**config.mk**
```make
export PLATFORM = sky130hd
export DESIGN_NAME = ascii_number_text_parser
export DESIGN_NICKNAME = d
export VERILOG_FILES = /design/src/hdl/anp_pkg.sv /design/src/hdl/anp_step.sv /design/src/hdl/ascii_number_text_parser.sv
export SDC_FILE = /design/constraint.sdc
export NUM_CORES = 1
export LEC_CHECK = 0
export ABC_AREA = 1
export BUFFER_PORTS_ARGS = -buffer_cell sky130_fd_sc_hd__buf_2
export CAP_MARGIN = 15
export CORE_MARGIN = 5
export CORE_UTILIZATION = 42
export DETAILED_ROUTE_END_ITERATION = 10
export PLACE_DENSITY = 0.69
export SYNTH_ARGS = -nofsm -noshare
export SYNTH_HDL_FRONTEND = slang
export SYNTH_SLANG_ARGS = --single-unit
```
**constraint.sdc**
```tcl
create_clock -name clk -period 9.6 [get_ports clk]
set_input_delay 1.92 -clock clk [delete_from_list [all_inputs] [get_ports clk]]
set_output_delay 1.92 -clock clk [all_outputs]
set_load 0.02 [all_outputs]
```
**src/hdl/anp_pkg.sv**
```systemverilog
// Package for the ASCII number text parser: beat structs, parse modes,
// character codes and the per-character state record.
// Depends on nothing; used by anp_step and ascii_number_text_parser.
`default_nettype none

package anp_pkg;

  // One incoming beat: a character and the end-of-text mark.
  typedef struct packed {
    logic [7:0] ch;
    logic       last;
  } in_beat_t;

  // One outgoing beat: the parsed number.
  typedef struct packed {
    logic        negative;
    logic [63:0] magnitude;
    logic [4:0]  frac_digits;
    logic        hex_form;
    logic        saturated;
  } out_beat_t;

  // Parse modes. The eighth encoding is unused and behaves as finished.
  typedef enum logic [2:0] {
    M_SKIP  = 3'd0,
    M_ZERO  = 3'd1,
    M_INT   = 3'd2,
    M_FRAC  = 3'd3,
    M_FDROP = 3'd4,
    M_HEX   = 3'd5,
    M_DONE  = 3'd6
  } mode_t;

  // Running state carried from one character to the next.
  typedef struct packed {
    mode_t       mode;
    logic [63:0] accum;
    logic [4:0]  frac_count;
    logic        sign_flag;
    logic        hex_flag;
    logic        sat_flag;
  } parse_state_t;

  localparam parse_state_t STATE_RESET = '{
    mode:       M_SKIP,
    accum:      64'd0,
    frac_count: 5'd0,
    sign_flag:  1'b0,
    hex_flag:   1'b0,
    sat_flag:   1'b0
  };

  // Character codes of interest.
  localparam logic [7:0] CH_BANG  = 8'h21;
  localparam logic [7:0] CH_PLUS  = 8'h2B;
  localparam logic [7:0] CH_MINUS = 8'h2D;
  localparam logic [7:0] CH_DOT   = 8'h2E;
  localparam logic [7:0] CH_ZERO  = 8'h30;
  localparam logic [7:0] CH_NINE  = 8'h39;
  localparam logic [7:0] CH_UA    = 8'h41;
  localparam logic [7:0] CH_UF    = 8'h46;
  localparam logic [7:0] CH_LA    = 8'h61;
  localparam logic [7:0] CH_LF    = 8'h66;
  localparam logic [7:0] CH_LX    = 8'h78;

endpackage

`default_nettype wire

```
**src/hdl/anp_step.sv**
```systemverilog
// Next-state logic for one character of the number text.
// Depends on anp_pkg; instanced by ascii_number_text_parser.
`default_nettype none

module anp_step #(
  parameter int MAG_BITS        = 64,
  parameter int MAX_FRAC_DIGITS = 19
) (
  input  wire  anp_pkg::parse_state_t cur,
  input  wire  logic [7:0]            ch,
  output anp_pkg::parse_state_t       nxt
);

  localparam int W = MAG_BITS + 4;

  logic [MAG_BITS-1:0] acc;
  logic [W-1:0]        wide;
  logic [W-1:0]        t10;
  logic [W-1:0]        t16;
  logic                is_dec;
  logic [3:0]          dec_val;
  logic                is_hex;
  logic [3:0]          hex_val;
  logic                ovf10;
  logic                ovf16;

  // Character classification.
  always_comb begin
    is_dec  = (ch >= anp_pkg::CH_ZERO) && (ch <= anp_pkg::CH_NINE);
    dec_val = ch[3:0];
    is_hex  = 1'b1;
    hex_val = ch[3:0];
    if (is_dec) begin
      hex_val = ch[3:0];
    end else if ((ch >= anp_pkg::CH_LA) && (ch <= anp_pkg::CH_LF)) begin
      hex_val = ch[3:0] + 4'd9;
    end else if ((ch >= anp_pkg::CH_UA) && (ch <= anp_pkg::CH_UF)) begin
      hex_val = ch[3:0] + 4'd9;
    end else begin
      is_hex = 1'b0;
    end
  end

  // Multiply-add candidates; any carry above the magnitude width is overflow.
  assign acc   = cur.accum[MAG_BITS-1:0];
  assign wide  = W'(acc);
  assign t10   = (wide << 3) + (wide << 1) + W'(dec_val);
  assign t16   = (wide << 4) | W'(hex_val);
  assign ovf10 = (t10[W-1:MAG_BITS] != 4'd0);
  assign ovf16 = (t16[W-1:MAG_BITS] != 4'd0);

  // Mode transitions and accumulator update.
  always_comb begin
    logic int_pos;
    int_pos = 1'b0;
    nxt     = cur;
    case (cur.mode)
      anp_pkg::M_SKIP: begin
        if (ch < anp_pkg::CH_BANG) begin
          nxt.mode = anp_pkg::M_SKIP;
        end else if (ch == anp_pkg::CH_ZERO) begin
          nxt.mode = anp_pkg::M_ZERO;
        end else if (ch == anp_pkg::CH_MINUS) begin
          nxt.sign_flag = 1'b1;
          nxt.mode      = anp_pkg::M_INT;
        end else if (ch == anp_pkg::CH_PLUS) begin
          nxt.mode = anp_pkg::M_INT;
        end else begin
          int_pos = 1'b1;
        end
      end
      anp_pkg::M_ZERO: begin
        if (ch == anp_pkg::CH_LX) begin
          nxt.hex_flag = 1'b1;
          nxt.mode     = anp_pkg::M_HEX;
        end else begin
          int_pos = 1'b1;
        end
      end
      anp_pkg::M_INT: begin
        int_pos = 1'b1;
      end
      anp_pkg::M_FRAC: begin
        if (!is_dec) begin
          nxt.mode = anp_pkg::M_DONE;
        end else if (cur.sat_flag || ovf10 ||
                     (32'(cur.frac_count) >= MAX_FRAC_DIGITS)) begin
          nxt.mode = anp_pkg::M_FDROP;
        end else begin
          nxt.accum      = 64'(t10[MAG_BITS-1:0]);
          nxt.frac_count = cur.frac_count + 5'd1;
        end
      end
      anp_pkg::M_FDROP: begin
        if (!is_dec) begin
          nxt.mode = anp_pkg::M_DONE;
        end
      end
      anp_pkg::M_HEX: begin
        if (!is_hex) begin
          nxt.mode = anp_pkg::M_DONE;
        end else if (cur.sat_flag || ovf16) begin
          nxt.accum    = 64'({MAG_BITS{1'b1}});
          nxt.sat_flag = 1'b1;
        end else begin
          nxt.accum = 64'(t16[MAG_BITS-1:0]);
        end
      end
      default: begin
        nxt = cur;
      end
    endcase

    // A character in integer position: digit, point, or end of parsing.
    if (int_pos) begin
      if (is_dec) begin
        nxt.mode = anp_pkg::M_INT;
        if (cur.sat_flag || ovf10) begin
          nxt.accum    = 64'({MAG_BITS{1'b1}});
          nxt.sat_flag = 1'b1;
        end else begin
          nxt.accum = 64'(t10[MAG_BITS-1:0]);
        end
      end else if (ch == anp_pkg::CH_DOT) begin
        nxt.mode = anp_pkg::M_FRAC;
      end else begin
        nxt.mode = anp_pkg::M_DONE;
      end
    end
  end

endmodule

`default_nettype wire

```
**src/hdl/ascii_number_text_parser.sv**
```systemverilog
// Top level of the ASCII number text parser: input register, parse state,
// result register. Depends on anp_pkg and anp_step.
//
//   channel  direction  handshake              beat type
//   chr      in         chr_valid / chr_ready  anp_pkg::in_beat_t
//   res      out        res_valid / res_ready  anp_pkg::out_beat_t
//
// One character is taken per cycle unless a last beat waits on a full result
// slot; each passes the input register and is then folded into the parse state,
// and the beat flagged last loads the result register. Reset is synchronous and
// returns the parse state to skipping whitespace. A stalled result register holds
// only beats flagged last; other characters keep flowing past it.
`default_nettype none

module ascii_number_text_parser #(
  parameter int MAG_BITS        = 64,
  parameter int MAX_FRAC_DIGITS = 19
) (
  input  wire  logic                clk,
  input  wire  logic                rst,
  input  wire  logic                chr_valid,
  output logic                      chr_ready,
  input  wire  anp_pkg::in_beat_t   chr,
  output logic                      res_valid,
  input  wire  logic                res_ready,
  output anp_pkg::out_beat_t        res
);

  logic                  iv;
  anp_pkg::in_beat_t     ibeat;
  anp_pkg::parse_state_t state;
  anp_pkg::parse_state_t state_next;
  logic                  consume;

  anp_step #(
    .MAG_BITS        (MAG_BITS),
    .MAX_FRAC_DIGITS (MAX_FRAC_DIGITS)
  ) u_step (
    .cur (state),
    .ch  (ibeat.ch),
    .nxt (state_next)
  );

  // The held character moves on unless it is last and the result slot is full.
  assign consume   = iv && (!ibeat.last || !res_valid || res_ready);
  assign chr_ready = !iv || consume;

  // Input register.
  always_ff @(posedge clk) begin
    if (rst) begin
      iv <= 1'b0;
    end else if (chr_valid && chr_ready) begin
      iv <= 1'b1;
    end else if (consume) begin
      iv <= 1'b0;
    end
  end

  always_ff @(posedge clk) begin
    if (chr_valid && chr_ready) begin
      ibeat <= chr;
    end
  end

  // Parse state; the last character of a text returns it to reset.
  always_ff @(posedge clk) begin
    if (rst) begin
      state <= anp_pkg::STATE_RESET;
    end else if (consume) begin
      state <= ibeat.last ? anp_pkg::STATE_RESET : state_next;
    end
  end

  // Result register.
  always_ff @(posedge clk) begin
    if (rst) begin
      res_valid <= 1'b0;
    end else if (consume && ibeat.last) begin
      res_valid <= 1'b1;
    end else if (res_ready) begin
      res_valid <= 1'b0;
    end
  end

  always_ff @(posedge clk) begin
    if (consume && ibeat.last) begin
      res.negative    <= state_next.sign_flag;
      res.magnitude   <= state_next.accum;
      res.frac_digits <= state_next.frac_count;
      res.hex_form    <= state_next.hex_flag;
      res.saturated   <= state_next.sat_flag;
    end
  end

endmodule

`default_nettype wire
```
==> results.sh, run 1 <==
export IMPL_outcome="finished, final reports clean"
export IMPL_crit_buf_inv=2
export IMPL_layout_drive_gt1_share_pct=7.62
export IMPL_io_pins=87
export IMPL_syn_cell_area_mm2=0.0154
export IMPL_netlist_instances=2446
export IMPL_skew_ns=0.0153
export IMPL_clk_pin_slew_ns=0.07
export IMPL_min_period_ns=5.51
export IMPL_wire_per_inst_um=17.1
export IMPL_finalSetupViolCount=0
export IMPL_hold_ws_ns=0.505
export IMPL_pre_cts_ws_ns=4.23
export IMPL_cp_endpoint="state[55]$_SDFFE_PP0P_"
export IMPL_slew_headroom_pct=28.4
export IMPL_vias=16200
export IMPL_synth_seq_cells=158
export IMPL_cp_end_kind="flop"
export IMPL_detailed_place_hpwl_um=36300
export IMPL_p_per_area_mw_per_mm2=90.5
export IMPL_yosys_most_used_dff="edfxtp_1"
export IMPL_worst_path_dominant_cell_family="simple AND/OR/NAND/NOR gates"
export IMPL_post_cts_buffers=0
export IMPL_port_buffers=86
export IMPL_grt_usage_pct=24.3
export IMPL_fmax_mhz=181
export IMPL_synth_top_area_share_pct=20.0
export IMPL_reg2reg_depth=25
export IMPL_grt_max_degree=93
export IMPL_clk_latency_ns=0.46
export IMPL_yosysWarnings=0
export IMPL_cp_max_fo=54
export IMPL_cp_slowest_cell="nand3_4"
export IMPL_hold_viol_final=0
export IMPL_numClockSinks=158
export IMPL_r2r_setup_slack_ns=4.09
export IMPL_coreArea_mm2=0.0363
export IMPL_area_growth_syn_to_layout_pct=8.90
export IMPL_synthTopCellsByArea="nand2_1, edfxtp_1, ha_1, dfxtp_1, a21oi_1"
export IMPL_ys_seq_area_share_pct=25.9
export IMPL_synth_cell_types=50
export IMPL_diodes=0
export IMPL_post_synth_top_count_cell="nand2_1"
export IMPL_drc_errors=0
export IMPL_final_cell_area_mm2=0.0167
export IMPL_antenna_found_initial=0
export IMPL_grt_pass1_vias=15500
export IMPL_cp_data_arrival_time_ns=5.82
export IMPL_hp_class="flop to flop"
export IMPL_synth_avg_cell_area_um2=6.28
export IMPL_cts_max_level=4
export IMPL_crit_path_frequent_cell="nand2_1"
export IMPL_maxSlewViolCount=0
export IMPL_crit_required_ns=9.90
export IMPL_ctsHoldBuffers=0
export IMPL_fin_ws_ns=4.09
export IMPL_gp_congestion=0.976
export IMPL_ctsResizeCount=0
export IMPL_r2r_start="ibeat[4]$_DFFE_PP_"
export IMPL_drt_vias_per_instance=5.51
export IMPL_ant_nets=0
export IMPL_layout_worst_path_cycle_share_pct=57.4
export IMPL_tritoncts="built"
export IMPL_grt_overflow=0
export IMPL_cpPeakStageDelay_ns=0.73
export IMPL_num_nets_final=2616
export IMPL_crit_path_start="ibeat[4]$_DFFE_PP_"
export IMPL_ir_drop_mv=0.132
export IMPL_cts_root_buf="clkbuf_16"
export IMPL_grt_pass1_wl_um=81300
export IMPL_dieArea_mm2=0.0405
export IMPL_rsz0062_at_grt="no"
export IMPL_start_util_pct=42.3
export IMPL_finalSetupTns_ns=0
export IMPL_cts_buffer_depth=2
export IMPL_die_x_um=201
export IMPL_syn_nets=2594
export IMPL_place_area_mm2=0.0161
export IMPL_dr_pass1_iters=6
export IMPL_drv_cap=0
export IMPL_cp_depth=25
export IMPL_crit_type="flop to flop"
export IMPL_synth_edf_count=81
export IMPL_die_h_um=201
export IMPL_tightest_slew_ns=1.07
export IMPL_drt_iter0_drc=1431
export IMPL_rows=70
export IMPL_timing_rr_end="state[55]$_SDFFE_PP0P_"
export IMPL_drt_wl_total_um=50500
export IMPL_startpoint_type="flop"
export IMPL_yosys_top_cells_count="nand2_1, inv_1, a21oi_1"
export IMPL_cts_buffers=17
export IMPL_p_leak_nw=8.24
export IMPL_yosys_area_top_type="nand2_1"
export IMPL_async_flop_share_pct=0
worst min-delay path, stage by stage (launching register included):
cell and delay, ns:
dfxtp_1 0.31, nor2_1 0.10, nor3_1 0.06
layer usage:
layer	vias up	track usage (%)	part of all wire, %
met2	693	38.9	44
met1	7355	33.3	46
li1	8059	-	-
met4	0	8.76	3.1
met3	131	3.79	7.1
met5	-	0	0
area by class of cell:
cell class | count | area, µm²
inverter | 314 | 1180
timing repair buffer | 103 | 558
clock inverter | 13 | 151
tap | 468 | 586
fill | 3776 | 19600
multi-input combinational | 1874 | 9840
sequential | 158 | 3970
clock buffer | 19 | 443
where the power goes:
part / switching [W] / internal [W]
sequential: 0.00000543 / 0.000717
combinational: 0.0000674 / 0.0000186
clock: 0.000311 / 0.000394
kinds of logic (layout without fill, tap and decap cells):
logic type,Yosys count,in the layout,synth area share [%]
XOR/XNOR,50,50,2.85
buffers and inverters,414,449,10.4
flip-flops,158,158,25.9
adder cells (fa/ha/maj),135,135,11.1
AND/OR/NAND/NOR,1252,1252,33.7
AO/OA/AOI/OAI,437,437,16.2
stage by stage:
step | utilization (%) | power (W) | instances
floorplan | - | 0.000792 | 2446
global placement | 44.4 | 0.000820 | 2917
detailed placement | 44.4 | 0.000821 | 2917
CTS | 46.0 | 0.00153 | 2949
global route | 46.0 | 0.00156 | 2949
finish | 46.0 | 0.00151 | 2949
worst min-delay path by stage:
stage,start,endpoint,slack [ns],cells past startpoint
2_1_floorplan,state[74]$_SDFFE_PP0P_,state[74]$_SDFFE_PP0P_,0.47,2
3_3_place_gp,state[4]$_SDFFE_PP0P_,state[4]$_SDFFE_PP0P_,0.49,2
3_5_place_dp,state[1]$_SDFFE_PP0P_,state[1]$_SDFFE_PP0P_,0.50,2
4_1_cts,state[2]$_SDFFE_PP0P_,state[2]$_SDFFE_PP0P_,0.51,2
5_1_grt,state[74]$_SDFFE_PP0P_,state[74]$_SDFFE_PP0P_,0.54,2
6_report,state[2]$_SDFFE_PP0P_,state[2]$_SDFFE_PP0P_,0.51,2
registers in the layout, indices dropped and copies added, names as in the netlist:
register / cells
res: 72
state: 75
ibeat: 9
iv: 1
res_valid: 1
placed cells by master, fill, tap and decap left out, types with 6 or more instances in the layout:
master / Yosys / layout
a21oi_1: 249 / 249
buf_2: 14 / 86
inv_1: 293 / 292
nor2_4: 2 / 6
xor2_1: 29 / 29
and3_1: 6 / 6
a221oi_1: 26 / 26
ha_1: 133 / 133
buf_4: 3 / 17
clkbuf_16: 0 / 17
o21ai_0: 90 / 90
o22ai_1: 13 / 13
nor3_1: 12 / 12
nand3b_1: 8 / 8
nand3_1: 163 / 163
a31oi_1: 6 / 6
edfxtp_1: 81 / 81
inv_2: 20 / 21
nand2_2: 13 / 13
nand2_1: 817 / 817
xnor2_1: 21 / 21
nor2_1: 187 / 183
dfxtp_1: 77 / 77
o221ai_1: 23 / 23
nand4_1: 24 / 24
o21bai_1: 16 / 16
(Power assumes the default switching activity.)
==> inputs of run 2 (changes only) <==
--- a/config.mk
+++ b/config.mk
@@ -11,7 +11,7 @@
 export CORE_MARGIN = 5
 export CORE_UTILIZATION = 42
 export DETAILED_ROUTE_END_ITERATION = 10
-export PLACE_DENSITY = 0.69
+export PLACE_DENSITY = 0.72
 export SYNTH_ARGS = -nofsm -noshare
 export SYNTH_HDL_FRONTEND = slang
 export SYNTH_SLANG_ARGS = --single-unit
==> constraint.sdc (replaced) <==
create_clock -name clk -period 4.53 [get_ports clk]
set_input_delay 0.906 -clock clk [delete_from_list [all_inputs] [get_ports clk]]
set_output_delay 0.906 -clock clk [all_outputs]
set_load 0.02 [all_outputs]
==> run 2 against run 1 <==
Register-to-register slack lost 3.7 ns. Die area is the same. Setup slack lost 3.7 ns. Global-route usage shrank 0.10 points. Clock skew shrank 0.0053 ns. Via count grew 1.0%.
==> results.sh, run 2 (synthesis gave the netlist of run 1 again) <==
export IMPL_detailed_place_hpwl_um=37600
export IMPL_crit_path_frequent_cell="nand2_1"
export IMPL_hold_viol_final=0
export IMPL_p_sw_share_pct=24.4
export IMPL_slew_headroom_pct=28.4
export IMPL_startpoint_type="flop"
export IMPL_timing_rr_end="state[41]$_SDFFE_PP0P_"
export IMPL_multi_input_area_mm2=0.00984
export IMPL_r2r_start="ibeat[4]$_DFFE_PP_"
export IMPL_combPwrFrac_pct=5.7
export IMPL_drv_cap=0
export IMPL_power_switching_w=0.000797
export IMPL_start_util_pct=42.3
export IMPL_cp_data_arrival_time_ns=4.54
export IMPL_p_int_w=0.00246
export IMPL_coreArea_mm2=0.0363
export IMPL_finalSetupTns_ns=0
export IMPL_busiest_layer="met2"
export IMPL_hold_path_end="state[4]$_SDFFE_PP0P_"
export IMPL_drt_vias_per_instance=5.54
export IMPL_cts_root_buf="clkbuf_16"
export IMPL_cp_slowest_cell="fa_1"
export IMPL_regMostFlops="state"
export IMPL_grtUsageMet1_pct=32.2
export IMPL_p_leak_nw=8.31
export IMPL_port_buffers=86
export IMPL_largest_registers="state x75, res x72, ibeat x9"
export IMPL_met2_usage_pct=39.3
export IMPL_dieArea_mm2=0.0405
export IMPL_cp_depth=25
export IMPL_grt_pass1_wl_um=80800
export IMPL_pwr_share_clk_pct=47.4
export IMPL_final_common_cell="nand2_1"
export IMPL_worst_path_dominant_cell_family="simple AND/OR/NAND/NOR gates"
export IMPL_tritoncts="built"
export IMPL_cp_end_kind="flop"
export IMPL_drc_errors=0
export IMPL_grt_max_degree=127
export IMPL_hp_class="flop to flop"
export IMPL_grtUsageMet3_pct=4.93
export IMPL_ant_nets=0
export IMPL_cts_buffers=17
export IMPL_cts_buffer_depth=2
export IMPL_fillers=3717
export IMPL_crit_required_ns=4.92
export IMPL_tightest_slew_ns=1.07
export IMPL_area_growth_syn_to_layout_pct=9.74
export IMPL_reg2reg_depth=25
export IMPL_grt_usage_pct=24.2
export IMPL_gp_congestion=1.00
export IMPL_crit_type="flop to flop"
export IMPL_ir_drop_mv=0.289
export IMPL_outcome="finished, final reports clean"
export IMPL_p_per_area_mw_per_mm2=193
export IMPL_power_frac_seq_pct=46.9
export IMPL_io_pins=87
export IMPL_grt_overflow=0
export IMPL_cpPeakStageDelay_ns=0.54
export IMPL_wire_per_inst_um=17.0
export IMPL_grt_pass1_vias=15800
export IMPL_cp_max_fo=24
export IMPL_layout_drive_gt1_share_pct=7.99
export IMPL_min_period_ns=4.15
export IMPL_ctsResizeCount=0
export IMPL_r2r_setup_slack_ns=0.38
export IMPL_die_x_um=201
export IMPL_vias=16400
export IMPL_crit_buf_inv=2
export IMPL_rows=70
export IMPL_cts_max_level=4
export IMPL_clk_pin_slew_ns=0.07
export IMPL_layout_worst_path_cycle_share_pct=91.6
export IMPL_antenna_found_initial=0
export IMPL_diodes=0
export IMPL_numClockSinks=158
export IMPL_whs_path_depth=2
export IMPL_mostFrequentLayoutCells="nand2_1, inv_1, a21oi_1"
export IMPL_finalSetupViolCount=0
export IMPL_die_h_um=201
export IMPL_regArea_mm2=0.00397
export IMPL_hp_start="state[4]$_SDFFE_PP0P_"
export IMPL_fmax_mhz=241
export IMPL_skew_ns=0.00993
export IMPL_num_nets_final=2627
export IMPL_dr_pass1_iters=8
export IMPL_rsz0062_at_grt="no"
export IMPL_clk_latency_ns=0.46
export IMPL_largest_register_ffs=75
export IMPL_drt_iter0_drc=1501
export IMPL_maxSlewViolCount=0
export IMPL_drt_wl_total_um=50300
export IMPL_final_util_pct=46.4
==> run 2: tightest hold or removal path: stages (launching register included) <==
cell	delay (ns)
dfxtp_1	0.34
nand2_1	0.07
a21oi_1	0.06
==> run 2: stage by stage <==
step                      instance area, µm²  setup WS (ns)  cells  power [W]  hold WS, ns
after floorplan                        15400           1.07   2446    0.00168        0.466
after global placement                 16200          0.617   2925    0.00174        0.484
after detailed placement               16200          0.382   2925    0.00174        0.492
after CTS                              16800          0.401   2957    0.00329        0.511
after global routing                   16900        0.00926   2960    0.00336        0.543
final                                  16900          0.380   2960    0.00326        0.512
==> run 2: per-layer routing <==
| metal | vias to the layer above | routed length, µm |
|---|---|---|
| met1 | 7468 | 22000 |
| met4 | 0 | 1380 |
| met2 | 744 | 22700 |
| li1 | 8077 | - |
| met3 | 115 | 4270 |
| met5 | - | 0 |
==> run 2: area by class of cell <==
class / count / share of cell area [%]
multi-input cells: 1874 / 58.4
flip-flops and latches: 158 / 23.6
inverters: 314 / 6.99
repair buffers: 114 / 3.95
well taps: 468 / 3.47
clock buffers: 20 / 2.72
clock inverters: 12 / 0.935
==> run 2: power groups by stage <==
stage | combinational [W] | clock, W | sequential, W
after CTS | 0.000182 | 0.00158 | 0.00153
after global routing | 0.000201 | 0.00163 | 0.00153
after detailed placement | 0.000182 | 0 | 0.00156
after floorplan | 0.0000984 | 0 | 0.00158
after global placement | 0.000178 | 0 | 0.00156
final | 0.000187 | 0.00155 | 0.00153
==> run 2: worst max-delay path by stage <==
stage / start / to / slack (ns)
after detailed placement: ibeat[3]$_DFFE_PP_ / state[41]$_SDFFE_PP0P_ / 0.38
after CTS: ibeat[3]$_DFFE_PP_ / state[41]$_SDFFE_PP0P_ / 0.40
after global routing: ibeat[4]$_DFFE_PP_ / state[41]$_SDFFE_PP0P_ / 0.009
after floorplan: ibeat[4]$_DFFE_PP_ / res[5]$_DFFE_PP_ / 1.07
final: ibeat[4]$_DFFE_PP_ / state[41]$_SDFFE_PP0P_ / 0.38
after global placement: ibeat[3]$_DFFE_PP_ / state[41]$_SDFFE_PP0P_ / 0.62
==> run 2: repair_timing <==
action | in CTS | in global routing
setup buffers | 0 | 3
hold buffers | 0 | 0
hold endpoints to repair | 0 | 0
setup endpoints to repair | 0 | 5
==> inputs of run 3 (changes only) <==
--- a/config.mk
+++ b/config.mk
@@ -11,7 +11,8 @@
 export CORE_MARGIN = 5
 export CORE_UTILIZATION = 42
 export DETAILED_ROUTE_END_ITERATION = 10
-export PLACE_DENSITY = 0.72
+export GPL_TIMING_DRIVEN = 0
+export PLACE_DENSITY = 0.59
 export SYNTH_ARGS = -nofsm -noshare
 export SYNTH_HDL_FRONTEND = slang
 export SYNTH_SLANG_ARGS = --single-unit
==> run 3 against run 2 <==
Combinational power up 17%. Total power down 3.1%. Sequential power about the same. Register-to-register slack worse by 0.17 ns. Routed wire length up 32%. Largest cell class unchanged. Core utilization up 0.70 points. Fmax down 4.0%. Cell count up 2.9%. Flip-flop and latch count unchanged.
==> results.sh, run 3 (synthesis gave the netlist of run 1 again) <==
export IMPL_fillers=3877
export IMPL_multi_input_area_mm2=0.00983
export IMPL_port_buffers=86
export IMPL_cts_buffer_depth=2
export IMPL_grt_overflow=0
export IMPL_wire_per_inst_um=21.8
export IMPL_vias=17200
export IMPL_layout_drive_gt1_share_pct=8.18
export IMPL_pwr_share_clk_pct=44.7
export IMPL_gp_congestion=1.02
export IMPL_grt_usage_pct=31.5
export IMPL_hp_class="flop to flop"
export IMPL_p_per_area_mw_per_mm2=185
export IMPL_grt_pass1_vias=16500
export IMPL_drv_cap=0
export IMPL_drt_vias_per_instance=5.66
export IMPL_pre_cts_ws_ns=-0.104
export IMPL_drt_wl_total_um=66400
export IMPL_cp_max_fo=10
export IMPL_startpoint_type="flop"
export IMPL_cp_data_arrival_time_ns=4.51
export IMPL_detailed_place_hpwl_um=52100
export IMPL_clk_latency_ns=0.47
export IMPL_coreArea_mm2=0.0363
export IMPL_skew_ns=0.0100
export IMPL_maxSlewViolCount=0
export IMPL_slew_headroom_pct=12.4
export IMPL_final_common_cell="nand2_1"
export IMPL_reg2reg_depth=14
export IMPL_whs_path_depth=2
export IMPL_regArea_mm2=0.00398
export IMPL_drc_errors=0
export IMPL_hold_ws_ns=0.500
export IMPL_numClockSinks=158
export IMPL_crit_type="flop to flop"
export IMPL_hp_start="state[7]$_SDFFE_PP0P_"
export IMPL_ant_nets=0
export IMPL_outcome="finished, final reports clean"
export IMPL_start_util_pct=42.3
export IMPL_die_h_um=201
export IMPL_finalSetupViolCount=0
export IMPL_mostFrequentLayoutCells="nand2_1, inv_1, a21oi_1"
export IMPL_fmax_mhz=231
export IMPL_power_frac_seq_pct=48.3
export IMPL_clk_pin_slew_ns=0.07
export IMPL_die_x_um=201
export IMPL_regMostFlops="state"
export IMPL_fin_ws_ns=0.208
export IMPL_hold_path_end="state[7]$_SDFFE_PP0P_"
export IMPL_dieArea_mm2=0.0405
export IMPL_tightest_slew_ns=1.30
export IMPL_drt_iter0_drc=1760
export IMPL_tritoncts="built"
export IMPL_min_period_ns=4.32
export IMPL_area_growth_syn_to_layout_pct=11.4
export IMPL_cts_root_buf="clkbuf_16"
export IMPL_antenna_found_initial=1
export IMPL_io_pins=87
export IMPL_place_area_mm2=0.0164
export IMPL_crit_required_ns=4.72
export IMPL_timing_rr_end="res[11]$_DFFE_PP_"
export IMPL_r2r_setup_slack_ns=0.21
export IMPL_r2r_start="ibeat[1]$_DFFE_PP_"
export IMPL_layout_worst_path_cycle_share_pct=95.4
export IMPL_ir_drop_mv=0.247
export IMPL_cp_end_kind="flop"
export IMPL_largest_register_ffs=75
export IMPL_largest_registers="state x75, res x72, ibeat x9"
export IMPL_num_nets_final=2713
export IMPL_hold_viol_final=0
export IMPL_power_switching_w=0.000873
export IMPL_cts_buffers=17
export IMPL_grt_max_degree=40
export IMPL_p_sw_share_pct=27.6
export IMPL_dr_pass1_iters=5
export IMPL_p_int_w=0.00229
export IMPL_grt_pass1_wl_um=98600
export IMPL_combPwrFrac_pct=6.9
export IMPL_rows=70
export IMPL_final_util_pct=47.1
export IMPL_finalSetupTns_ns=0
export IMPL_cts_max_level=4
export IMPL_final_cell_area_mm2=0.0171
export IMPL_p_leak_nw=8.40
==> run 3: cell types whose count changed in the layout (fill, tap and decap cells not counted), sizes merged <==
cell,previous run,this run
bufinv,3,0
clkinvlp,3,2
nand2,831,832
inv,316,319
buf,114,122
diode,0,1
clkbuf,20,95
clkinv,4,7
==> run 3: area by class of cell <==
class,instances,area share [%]
diodes,1,0.0146
plain buffers,100,2.48
clock buffers,18,2.51
clock inverters,14,0.739
inverters,314,6.93
multi-input cells,1875,57.5
flip-flops and latches,158,23.2
well taps,468,3.42
repair buffers,99,3.20
==> run 3: power groups by stage <==
stage | sequential [W] | clock (W) | combinational (W)
finish | 0.00153 | 0.00141 | 0.000219
global route | 0.00153 | 0.00150 | 0.000233
CTS | 0.00153 | 0.00144 | 0.000210
detailed placement | 0.00156 | 0 | 0.000209
global placement | 0.00156 | 0 | 0.000203
floorplan | 0.00158 | 0 | 0.0000984
==> run 3: worst max-delay path, stage by stage (launching register included) <==
cell      delay, ns
edfxtp_1       0.51
inv_1          0.19
ha_1           0.22
a21oi_1        0.08
o21ai_0        0.07
nand2_1        0.15
nand2_1        0.44
inv_1          0.20
nor2_4         0.39
inv_2          0.24
buf_1          0.50
o221ai_1       0.39
o311ai_0       0.23
o21ai_0        0.26
nand2_1        0.14
==> run 3: timing repair <==
action,in CTS,in global routing
pin swaps,0,2
cloned,0,1
hold buffers,0,0
setup endpoints to repair,20,112
gates resized for setup,1,22
setup buffers,0,10
==> run 3: metal layers <==
| metal | up-vias | routed length (µm) | GRT usage, % |
|---|---|---|---|
| met5 | - | 0 | 0 |
| met4 | 0 | 2790 | 12.1 |
| met3 | 170 | 5560 | 5.74 |
| met2 | 830 | 28800 | 49.8 |
| met1 | 7982 | 29200 | 43.1 |
| li1 | 8258 | - | - |
==> run 3: how the worst max path moves through the flow <==
stage | from | end | slack (ns) | cells past startpoint
after floorplan | ibeat[4]$_DFFE_PP_ | res[5]$_DFFE_PP_ | 1.07 | 23
after global placement | ibeat[3]$_DFFE_PP_ | state[57]$_SDFFE_PP0P_ | -0.07 | 24
after detailed placement | ibeat[3]$_DFFE_PP_ | state[56]$_SDFFE_PP0P_ | -0.10 | 24
after CTS | ibeat[3]$_DFFE_PP_ | state[56]$_SDFFE_PP0P_ | 0.04 | 25
after global routing | ibeat[4]$_DFFE_PP_ | state[59]$_SDFFE_PP0P_ | -0.007 | 25
final | ibeat[1]$_DFFE_PP_ | res[11]$_DFFE_PP_ | 0.21 | 14
==> run 3: per-stage QoR <==
step,cells,power (W)
after floorplan,2446,0.00168
after global placement,3000,0.00177
after detailed placement,3003,0.00177
after CTS,3035,0.00318
after global routing,3046,0.00326
final,3047,0.00316
